$ cat src/hdl/vn_pkg.sv
// ----------------------------------------------------------------------------
// vn_pkg
// shared types and constants of the vector normaliser pipeline
// ----------------------------------------------------------------------------
package vn_pkg;

    localparam int unsigned LANES    = 4;
    localparam int unsigned SQ_STEPS = 32;
    localparam int unsigned DV_STEPS = 31;

    localparam logic [2:0] DIM_MIN   = 3'd2;
    localparam logic [2:0] DIM_MAX   = 3'd4;
    localparam logic [2:0] DIM_RESET = 3'd3;

    typedef struct packed {
        logic signed [31:0] component_3;
        logic signed [31:0] component_2;
        logic signed [31:0] component_1;
        logic signed [31:0] component_0;
    } t_in_item;

    typedef struct packed {
        logic               zero_vector;
        logic        [32:0] length;
        logic signed [31:0] unit_3;
        logic signed [31:0] unit_2;
        logic signed [31:0] unit_1;
        logic signed [31:0] unit_0;
    } t_out_item;

    // state handed along the square root chain
    typedef struct packed {
        logic                    valid;
        logic                    big;
        logic [63:0]             x;
        logic [33:0]             rem;
        logic [31:0]             root;
        logic [LANES-1:0][31:0]  mag;
        logic [LANES-1:0]        neg;
    } t_sq;

    // state handed along the divider chain
    typedef struct packed {
        logic                    valid;
        logic [32:0]             len;
        logic [LANES-1:0]        neg;
        logic [LANES-1:0][32:0]  rem;
        logic [LANES-1:0][30:0]  q;
        logic [LANES-1:0][30:0]  d;
    } t_dv;

endpackage

$ cat src/hdl/vn_sqrt_cell.sv
// ----------------------------------------------------------------------------
// vn_sqrt_cell
// one restoring square root step, one result bit per cell
// ----------------------------------------------------------------------------
module vn_sqrt_cell (
    input  logic        i_clk,
    input  logic        i_rst_n,
    input  logic        i_en,
    input  vn_pkg::t_sq i_sq,
    output vn_pkg::t_sq o_sq
);
    import vn_pkg::*;

    t_sq        r_sq;
    t_sq        n_sq;
    logic [35:0] t;
    logic [35:0] trial;

    always_comb begin
        n_sq  = i_sq;
        t     = {i_sq.rem, i_sq.x[63:62]};
        trial = {2'b00, i_sq.root, 2'b01};
        n_sq.x = {i_sq.x[61:0], 2'b00};
        if (t >= trial) begin
            n_sq.rem  = 34'(t - trial);
            n_sq.root = {i_sq.root[30:0], 1'b1};
        end else begin
            n_sq.rem  = t[33:0];
            n_sq.root = {i_sq.root[30:0], 1'b0};
        end
    end

    // only the valid bit is reset, the payload simply follows the enable
    always_ff @(posedge i_clk) begin
        if (!i_rst_n) begin
            r_sq.valid <= 1'b0;
        end else if (i_en) begin
            r_sq.valid <= n_sq.valid;
        end
        if (i_en) begin
            r_sq.big  <= n_sq.big;
            r_sq.x    <= n_sq.x;
            r_sq.rem  <= n_sq.rem;
            r_sq.root <= n_sq.root;
            r_sq.mag  <= n_sq.mag;
            r_sq.neg  <= n_sq.neg;
        end
    end

    assign o_sq = r_sq;

endmodule

$ cat config.mk
export PLATFORM = sky130hd
export DESIGN_NAME = vn_sqrt_cell
export DESIGN_NICKNAME = d
export VERILOG_FILES = /design/src/hdl/vn_pkg.sv /design/src/hdl/vn_sqrt_cell.sv
export SDC_FILE = /design/constraint.sdc
export NUM_CORES = 1
export LEC_CHECK = 0
export ABC_CLOCK_PERIOD_IN_PS = 3030
export BUFFER_PORTS_ARGS = -buffer_cell sky130_fd_sc_hd__buf_4
export CAP_MARGIN = 20
export CORE_AREA = 2 2 206 208
export DETAILED_ROUTE_END_ITERATION = 8
export DIE_AREA = 0 0 208 210
export PLACE_DENSITY_LB_ADDON = 0.15
export RECOVER_POWER = 100
export SLEW_MARGIN = 40
export SYNTH_ARGS = -nofsm -noshare
export SYNTH_HDL_FRONTEND = slang
export SYNTH_SLANG_ARGS = --single-unit
$ cat constraint.sdc
create_clock -name i_clk -period 3.03 [get_ports i_clk]
set_clock_uncertainty 0.15 [all_clocks]
set_input_delay 0.1515 -clock i_clk [delete_from_list [all_inputs] [get_ports i_clk]]
set_output_delay 0.1515 -clock i_clk [all_outputs]
set_load 0.01 [all_outputs]
==> results.cfg <==
[routing]
first_pass_iters = 4
post_drt_wl_per_cell_um = 19.6
routed_wl_mm = 39.9
vias_per_cell = 4.21
drc_errors = 0
vias = 8598
drtIter0Drc = 432
drtAntennaViolNets = 0

[synthesis]
synth_area_leaders = edfxtp_1 (76%), ha_1 (4.2%), nand2_1 (1.8%)
ys_seq_area_share_pct = 76.7
postSynthCellCount = 630
synthXorXnorAreaFrac_pct = 2.39
synth_seq_cells = 262
synth-main-ff-cell = edfxtp_1
synth_top_area_share_pct = 76.5
netlist_area_sq_mm = 0.0102
yosys-top-cells-count = edfxtp_1 (261), nand2_1 (48), inv_1 (41)
yosys_warnings = 0
synth-adder-area-share_pct = 4.15
syn_avg_cell_area_sq_um = 16.3
netlist-cell-type-count = 58
async_flop_share_pct = 0
synth_edf_count = 261
synth-simple-area-share_pct = 5.38
synth_top_cell_by_area = edfxtp_1
synth.most_common_cell = edfxtp_1
synth_compound_area_share_pct = 8.42
yosys-mux-area-fraction_pct = 0.720
synth_top_family_by_area = compound AO/OA/AOI/OAI gates

[layout]
layout-drive-gt1-share_pct = 23.7
syn_to_final_growth_pct = 74.2
fin_nets = 1777
largest_reg_flops = 262
layout.cells.non_filler = 2042

[global_route]
antenna_found_initial = 7
overflow = 0
grt_max_degree = 78
grt.total_usage_pct = 17.6
grt_pass1_vias = 8994
grt_pass1_wl_mm = 57.3

[cts]
worstSkewPairLatency_ns = 0.52
cts_made_buffers = 34
clkSinkCount = 262
clockBufferDepth = 3
cts_tree = built
cts_max_level = 2
clk_pin_slew_worst_paths_ns = 0.06
cts-root-buf = clkbuf_16

[critical_path]
critPathArrivalTime_ns = 3.08
slowest_stage = dlygate4sd3_1
critPathMaxStageDelay_ns = 0.53
critical_path_class = input pin to flop
cp.required_ns = 3.15
crit_top_cell = a311oi_4
path_max_fanout = 4
start_kind = input pin
end_kind = flop
crit_chain = dlygate4sd3_1, buf_4, inv_1, ha_1, nor2b_1, o31a_1, o21a_2, a311oi_4, o21ai_2, a311oi_4, mux2i_1, a31o_1

[timing]
fmax_mhz = 339
hold_viol = 0
max-slew-margin-rel_pct = -45.4
slew_viol_final = 77
finalSetupViolations = 0
period_minus_slack_ns = 2.95
final.period_utilization_pct = 97.5
tightest_slew_ns = 2.18

[pwr]
ir_drop_v = 0.000306
leakage_nw = 7.05
finalPower_mw = 10.2
powerDensity_mw_per_mm2 = 571

[place]
dpl.hpwl_mm = 30.5
place.gp.congestion = 0.808
dpl.cell_count = 1713
numPortBuffers = 528

[floorplan]
rows = 75
dieArea_sq_mm = 0.0437
start_util_pct = 24.7
die_w_um = 208
io_pins = 531
die_y_um = 210
fp.coreArea_sq_mm = 0.0415

[run]
drv_cap = 1

[run_status]
violations = capacitance limit, slew limit
status = finished with violations

[worst_hold_path]
hold_class = input pin to flop
## per-layer routing
layer,part of all wire (%),wire (um),vias up,GRT usage [%]
met5,0.14,55,-,0
met3,6.0,2390,59,4.95
li1,-,-,4094,-
met4,2.4,965,8,4.40
met2,53,21100,298,32.8
met1,39,15400,4139,19.7
## area by class of cell
cell class / count / area, sq um
fill: 4074 / 23600
sequential: 262 / 7860
timing repair buffer: 823 / 5820
multi-input combinational: 313 / 2220
clock buffer: 44 / 910
tap: 539 / 674
clock inverter: 17 / 206
inverter: 42 / 158
antenna: 2 / 5.00
## stage by stage
step / setup TNS (ns) / hold WS [ns] / setup WS, ns / cell area (sq um) / util, %
floorplan: 0 / 0.100 / 0.346 / 10300 / -
global placement: -0.0596 / 0.180 / -0.0596 / 15100 / 36.4
detailed placement: -0.0499 / 0.181 / -0.0275 / 15100 / 36.4
CTS: 0 / 0.00658 / 0.0132 / 18900 / 45.5
global route: -0.0100 / 0.110 / -0.0100 / 17900 / 43.0
finish: 0 / 0.107 / 0.0765 / 17900 / 43.0
## power by group
part           internal (mW)  switching (mW)
logic                  0.798           0.908
registers               4.38          0.0913
clock network           2.47            1.56
## repair_timing
item | in CTS | in global routing
gates resized for setup | 0 | 13
setup buffers | 0 | 2
hold buffers | 264 | 0
endpoints found under the hold margin | 262 | 0
endpoints found under the setup margin | 0 | 32
## worst paths after layout
kind,from,end,slack (ns),cells after the start
setup / recovery,i_sq[132],o_sq[190],0.08,12
hold / removal,i_sq[179],o_sq[181],0.11,4
setup reg to reg,o_sq[263],o_sq[263],1.73,3
hold reg to reg,o_sq[263],o_sq[263],0.94,3
## layout by cell type (no fill, tap or decap), types with 6 or more instances in the layout
cell type,n
edfxtp_1,261
and2_1,6
clkbuf_4,211
a21oi_1,25
and3_1,8
nand4_1,7
nand2_1,48
nand2b_1,6
o21ai_1,19
nor2_1,14
dlygate4sd3_1,264
ha_1,30
clkbuf_1,281
clkbuf_16,35
xor2_1,16
nor3_1,7
a21o_1,21
xnor2_1,12
inv_1,41
buf_4,69
o21ai_0,24
## critical path, delay by kind of cell
family          cells  cell delay, ns
compound gates      6            1.58
fa+ha+maj           1            0.35
buf+inv             3            0.68
simple gates        1            0.17
mux                 1            0.13
## cells by family after synthesis
kind of cell	after synthesis
fa+ha+maj	34
flops	262
other cells	1
simple gates	113
mux	7
buf+inv	56
xor+xnor	28
compound gates	129
Power figures use the tool's default switching activity.
