**src/hdl/vn_pkg.sv**
```systemverilog
// ----------------------------------------------------------------------------
// vn_pkg
// shared types and constants of the vector normaliser pipeline
// ----------------------------------------------------------------------------
package vn_pkg;

    localparam int unsigned LANES    = 4;
    localparam int unsigned SQ_STEPS = 32;
    localparam int unsigned DV_STEPS = 31;

    localparam logic [2:0] DIM_MIN   = 3'd2;
    localparam logic [2:0] DIM_MAX   = 3'd4;
    localparam logic [2:0] DIM_RESET = 3'd3;

    typedef struct packed {
        logic signed [31:0] component_3;
        logic signed [31:0] component_2;
        logic signed [31:0] component_1;
        logic signed [31:0] component_0;
    } t_in_item;

    typedef struct packed {
        logic               zero_vector;
        logic        [32:0] length;
        logic signed [31:0] unit_3;
        logic signed [31:0] unit_2;
        logic signed [31:0] unit_1;
        logic signed [31:0] unit_0;
    } t_out_item;

    // state handed along the square root chain
    typedef struct packed {
        logic                    valid;
        logic                    big;
        logic [63:0]             x;
        logic [33:0]             rem;
        logic [31:0]             root;
        logic [LANES-1:0][31:0]  mag;
        logic [LANES-1:0]        neg;
    } t_sq;

    // state handed along the divider chain
    typedef struct packed {
        logic                    valid;
        logic [32:0]             len;
        logic [LANES-1:0]        neg;
        logic [LANES-1:0][32:0]  rem;
        logic [LANES-1:0][30:0]  q;
        logic [LANES-1:0][30:0]  d;
    } t_dv;

endpackage

```
**src/hdl/vn_div_cell.sv**
```systemverilog
// ----------------------------------------------------------------------------
// vn_div_cell
// one restoring division step for all four lanes, one quotient bit per cell
// ----------------------------------------------------------------------------
module vn_div_cell (
    input  logic        i_clk,
    input  logic        i_rst_n,
    input  logic        i_en,
    input  vn_pkg::t_dv i_dv,
    output vn_pkg::t_dv o_dv
);
    import vn_pkg::*;

    t_dv                    r_dv;
    t_dv                    n_dv;
    logic [LANES-1:0][33:0] t;

    always_comb begin
        n_dv = i_dv;
        for (int g = 0; g < LANES; g++) begin
            t[g]        = {i_dv.rem[g], i_dv.d[g][30]};
            n_dv.d[g]   = {i_dv.d[g][29:0], 1'b0};
            if (t[g] >= {1'b0, i_dv.len}) begin
                n_dv.rem[g] = 33'(t[g] - {1'b0, i_dv.len});
                n_dv.q[g]   = {i_dv.q[g][29:0], 1'b1};
            end else begin
                n_dv.rem[g] = t[g][32:0];
                n_dv.q[g]   = {i_dv.q[g][29:0], 1'b0};
            end
        end
    end

    // only the valid bit is reset, the payload simply follows the enable
    always_ff @(posedge i_clk) begin
        if (!i_rst_n) begin
            r_dv.valid <= 1'b0;
        end else if (i_en) begin
            r_dv.valid <= n_dv.valid;
        end
        if (i_en) begin
            r_dv.len <= n_dv.len;
            r_dv.neg <= n_dv.neg;
            r_dv.rem <= n_dv.rem;
            r_dv.q   <= n_dv.q;
            r_dv.d   <= n_dv.d;
        end
    end

    assign o_dv = r_dv;

endmodule

```
**config.mk**
```make
export PLATFORM = sky130hd
export DESIGN_NAME = vn_div_cell
export DESIGN_NICKNAME = d
export VERILOG_FILES = /design/src/hdl/vn_pkg.sv /design/src/hdl/vn_div_cell.sv
export SDC_FILE = /design/constraint.sdc
export NUM_CORES = 1
export LEC_CHECK = 0
export BUFFER_PORTS_ARGS = -buffer_cell sky130_fd_sc_hd__buf_4
export CORE_AREA = 8 8 323 325
export CTS_CLUSTER_DIAMETER = 100
export DETAILED_ROUTE_END_ITERATION = 6
export DIE_AREA = 0 0 331 333
export SLEW_MARGIN = 20
export SYNTH_ARGS = -nofsm -noshare
export SYNTH_HDL_FRONTEND = slang
export SYNTH_SLANG_ARGS = --single-unit
```
**constraint.sdc**
```tcl
create_clock -name i_clk -period 3.7 [get_ports i_clk]
set_clock_uncertainty 0.1 [all_clocks]
set_input_delay 0.555 -clock i_clk [delete_from_list [all_inputs] [get_ports i_clk]]
set_output_delay 0.555 -clock i_clk [all_outputs]
set_load 0.01 [all_outputs]
```
==> summary.txt <==
status - completed
ANT nets after route - 0
Core ar. - 99300 µm²
num rows - 116
dpl cells - 4040
Tot Pwr - 15.8 mW
Logic pwr share - 26.6%
proportion of netlist area held by the largest area contributor - 59.0%
f_max - 281 MHz
die width - 331 µm
cell leakage power - 15.3 nW
commonest cells after routing, fill and taps aside - buf_4 (1034), edfxtp_1 (413), dlygate4sd3_1 (277)
Synth area leader - edfxtp_1
commonest non-fill, non-tap cell in the layout - buf_4
unrepaired setup endpoints after global routing - false
Clock Sinks - 414
critical path data arrival time - 3820 ps
worst hold margin - 98.0 ps
CTS Root Cell - clkbuf_16
Final Cycle Share - 96.2%
chip height - 333 µm
Area contributors post-synth - edfxtp_1 (59%), ha_1 (7.9%), o21ai_0 (4.1%)
mapped cell area - 21000 µm²
drc violations - 0
Hold Crit Depth - 3
clk buf depth - 3
Slowest cell on crit path - dlygate4sd3_1
CTS tree - built
port bufs - 830
Setup crit start kind - primary input
ys flop type - edfxtp_1
Num CTS Buffers - 54
P&R area growth vs syn - 68.9%
Crit Path Category - primary input to flop
maximum VDD drop - 0.345 mV
Synth Area per Inst - 12.1 µm²
worst endpoint required time - 3960 ps
setup TNS - 0 ps
Switching Share - 29.4%
worst-path fanout max - 26
Pwr Density - 445 nW/µm²
Largest register FFs - 414
Worst Hold Class - primary input to flop
overall routing resource usage - 20.2%
Worst slew margin - 52.3%
DR vias/cell - 4.43
largest net degree at the start of global routing - 76
EDFF count, synth - 413
Core Util, Final - 35.8%
Seq/Total Area, Yosys - 59.1%
Worst Tran Pin Value - 716 ps
non-filler cells, final - 4441
HPWL Detailed - 95.7 mm
via count - 19700
worst-path cell chain - dlygate4sd3_1 -> buf_4 -> inv_1 -> buf_12 -> fa_1 -> a21o_1 -> a21oi_1 -> o21ai_0 -> a21oi_1 -> o31ai_1 -> buf_4 -> a21o_2 -> o21ai_4 -> buf_12 -> mux2_2
max-cap violations - 0
NumNets Final - 3634
Final GP Congestion - 0.869
Slew Viols, Final - 0
CP max stage delay - 520 ps
Worst-path clk slew - 60 ps
CP endpoint kind - flop
Flop pwr share - 37.7%
DR WL/cell - 26.5 µm
Pre-Repair DR Iteration Count - 5
clock group share of total power - 35.8%
starting density of the core - 21.2%
Ys Warns - 0
first-pass GRT wire length - 157 mm
DR iter-0 viols - 1236
I/O pin total - 839
Die ar. - 110000 µm²
later-pin clock latency in the skew report - 640 ps
R2R depth - 2
flops & latches, synth - 414
final hold vios - 0
Mapped Cells - 1734
Switching Power - 4.64 mW
H-tree levels - 2
Pint - 11.1 mW
asr flop ratio synth - 0%
Unique masters post-synth - 73
vias in the first global route - 19900
layout cells sized above 1 - 38.1%
Final min period - 3560 ps
final setup vio count - 0
drt total wl - 118 mm
GR Overflow Total - 0
initial antenna violation count - 44
[synthesized netlist by cell type (3+ instances only)]
master,instances
nand4_1,33
a21oi_1,127
a31oi_1,21
buf_6,6
o21ai_0,173
nor2b_1,13
clkbuf_1,36
a211o_1,5
o211ai_1,4
buf_4,4
a41oi_1,5
nand2_1,188
a21o_1,74
buf_2,8
clkbuf_2,3
and3_1,21
fa_1,4
nand3_1,24
inv_1,66
o31ai_1,19
xnor2_1,64
mux2i_1,3
a211oi_1,15
o31a_1,3
nor2_1,66
nand2b_1,17
a221o_1,4
and2_1,12
o21bai_1,21
o21ai_1,7
nor3_1,11
xor2_1,49
mux2_2,12
o21a_1,17
ha_1,132
nor4_1,5
edfxtp_1,413
[cell type report]
cell class | instances | area (µm²)
Fill cell | 9857 | 63800
Sequential cell | 414 | 12400
Timing Repair Buffer | 1341 | 11100
Multi-Input combinational cell | 1199 | 8120
Tap cell | 1298 | 1620
Clock buffer | 60 | 1380
Clock inverter | 42 | 527
Inverter | 67 | 259
Antenna cell | 20 | 50.0
[metal layers]
metal  GRT usage, %  wire (µm)  up-vias
li1               -          -     9276
met1           22.0      43800     9440
met2           34.3      55800      725
met3           7.11      10400      212
met4           10.3       7270       38
met5              0        218        -
[final timing paths]
path / from / endpoint / slack (ps)
worst min-delay path: i_dv[336] / o_dv[337]$_DFFE_PP_ / 100
worst max-delay path: i_dv[385] / o_dv[295]$_DFFE_PP_ / 140
worst max register to register: o_dv[417]$_SDFFE_PN0P_ / o_dv[417]$_SDFFE_PN0P_ / 2960
worst min register to register: o_dv[417]$_SDFFE_PN0P_ / o_dv[417]$_SDFFE_PN0P_ / 480
[stage by stage]
| stage | area, µm² | setup WS (ps) |
|---|---|---|
| floorplan | 21000 | 259 |
| global placement | 30700 | -125 |
| detailed placement | 30700 | -101 |
| CTS | 35400 | 35.5 |
| global route | 35500 | 1.73 |
| finish | 35500 | 140 |
[cell families (layout without fill, tap and decap cells)]
logic type | after synthesis | count (layout) | synth area share [%]
muxes | 15 | 15 | 0.786
other | 1 | 24 | 0.0178
AOI/OAI and AO/OA | 530 | 530 | 15.8
and+or+nand+nor | 401 | 401 | 8.80
buffers and inverters | 124 | 1510 | 2.56
DFF | 414 | 414 | 59.1
adders and majority gates | 136 | 136 | 8.24
xor gates and xnor gates | 113 | 113 | 4.71
[what timing repair did]
item                       in CTS  in global routing
hold buffers                  277                  0
setup buffers                   0                  2
setup endpoints to repair       0                 36
gates resized for setup         0                 10
hold endpoints to repair      277                  0
[power groups by stage]
stage / Combinational [mW] / Clock, mW / Sequential (mW)
after floorplan: 1.32 / 0 / 6.27
after global placement: 3.93 / 0 / 6.04
after detailed placement: 3.94 / 0 / 6.03
after CTS: 4.24 / 5.83 / 5.95
final: 4.20 / 5.65 / 5.95
after global routing: 4.50 / 5.98 / 5.99
[critical path, delay by kind of cell]
family | cells | cell delay (ps)
AOI/OAI and AO/OA | 7 | 1280
adders and majority gates | 1 | 440
buffers and inverters | 6 | 1170
muxes | 1 | 350
No activity file was read; power rests on OpenSTA's default activity.
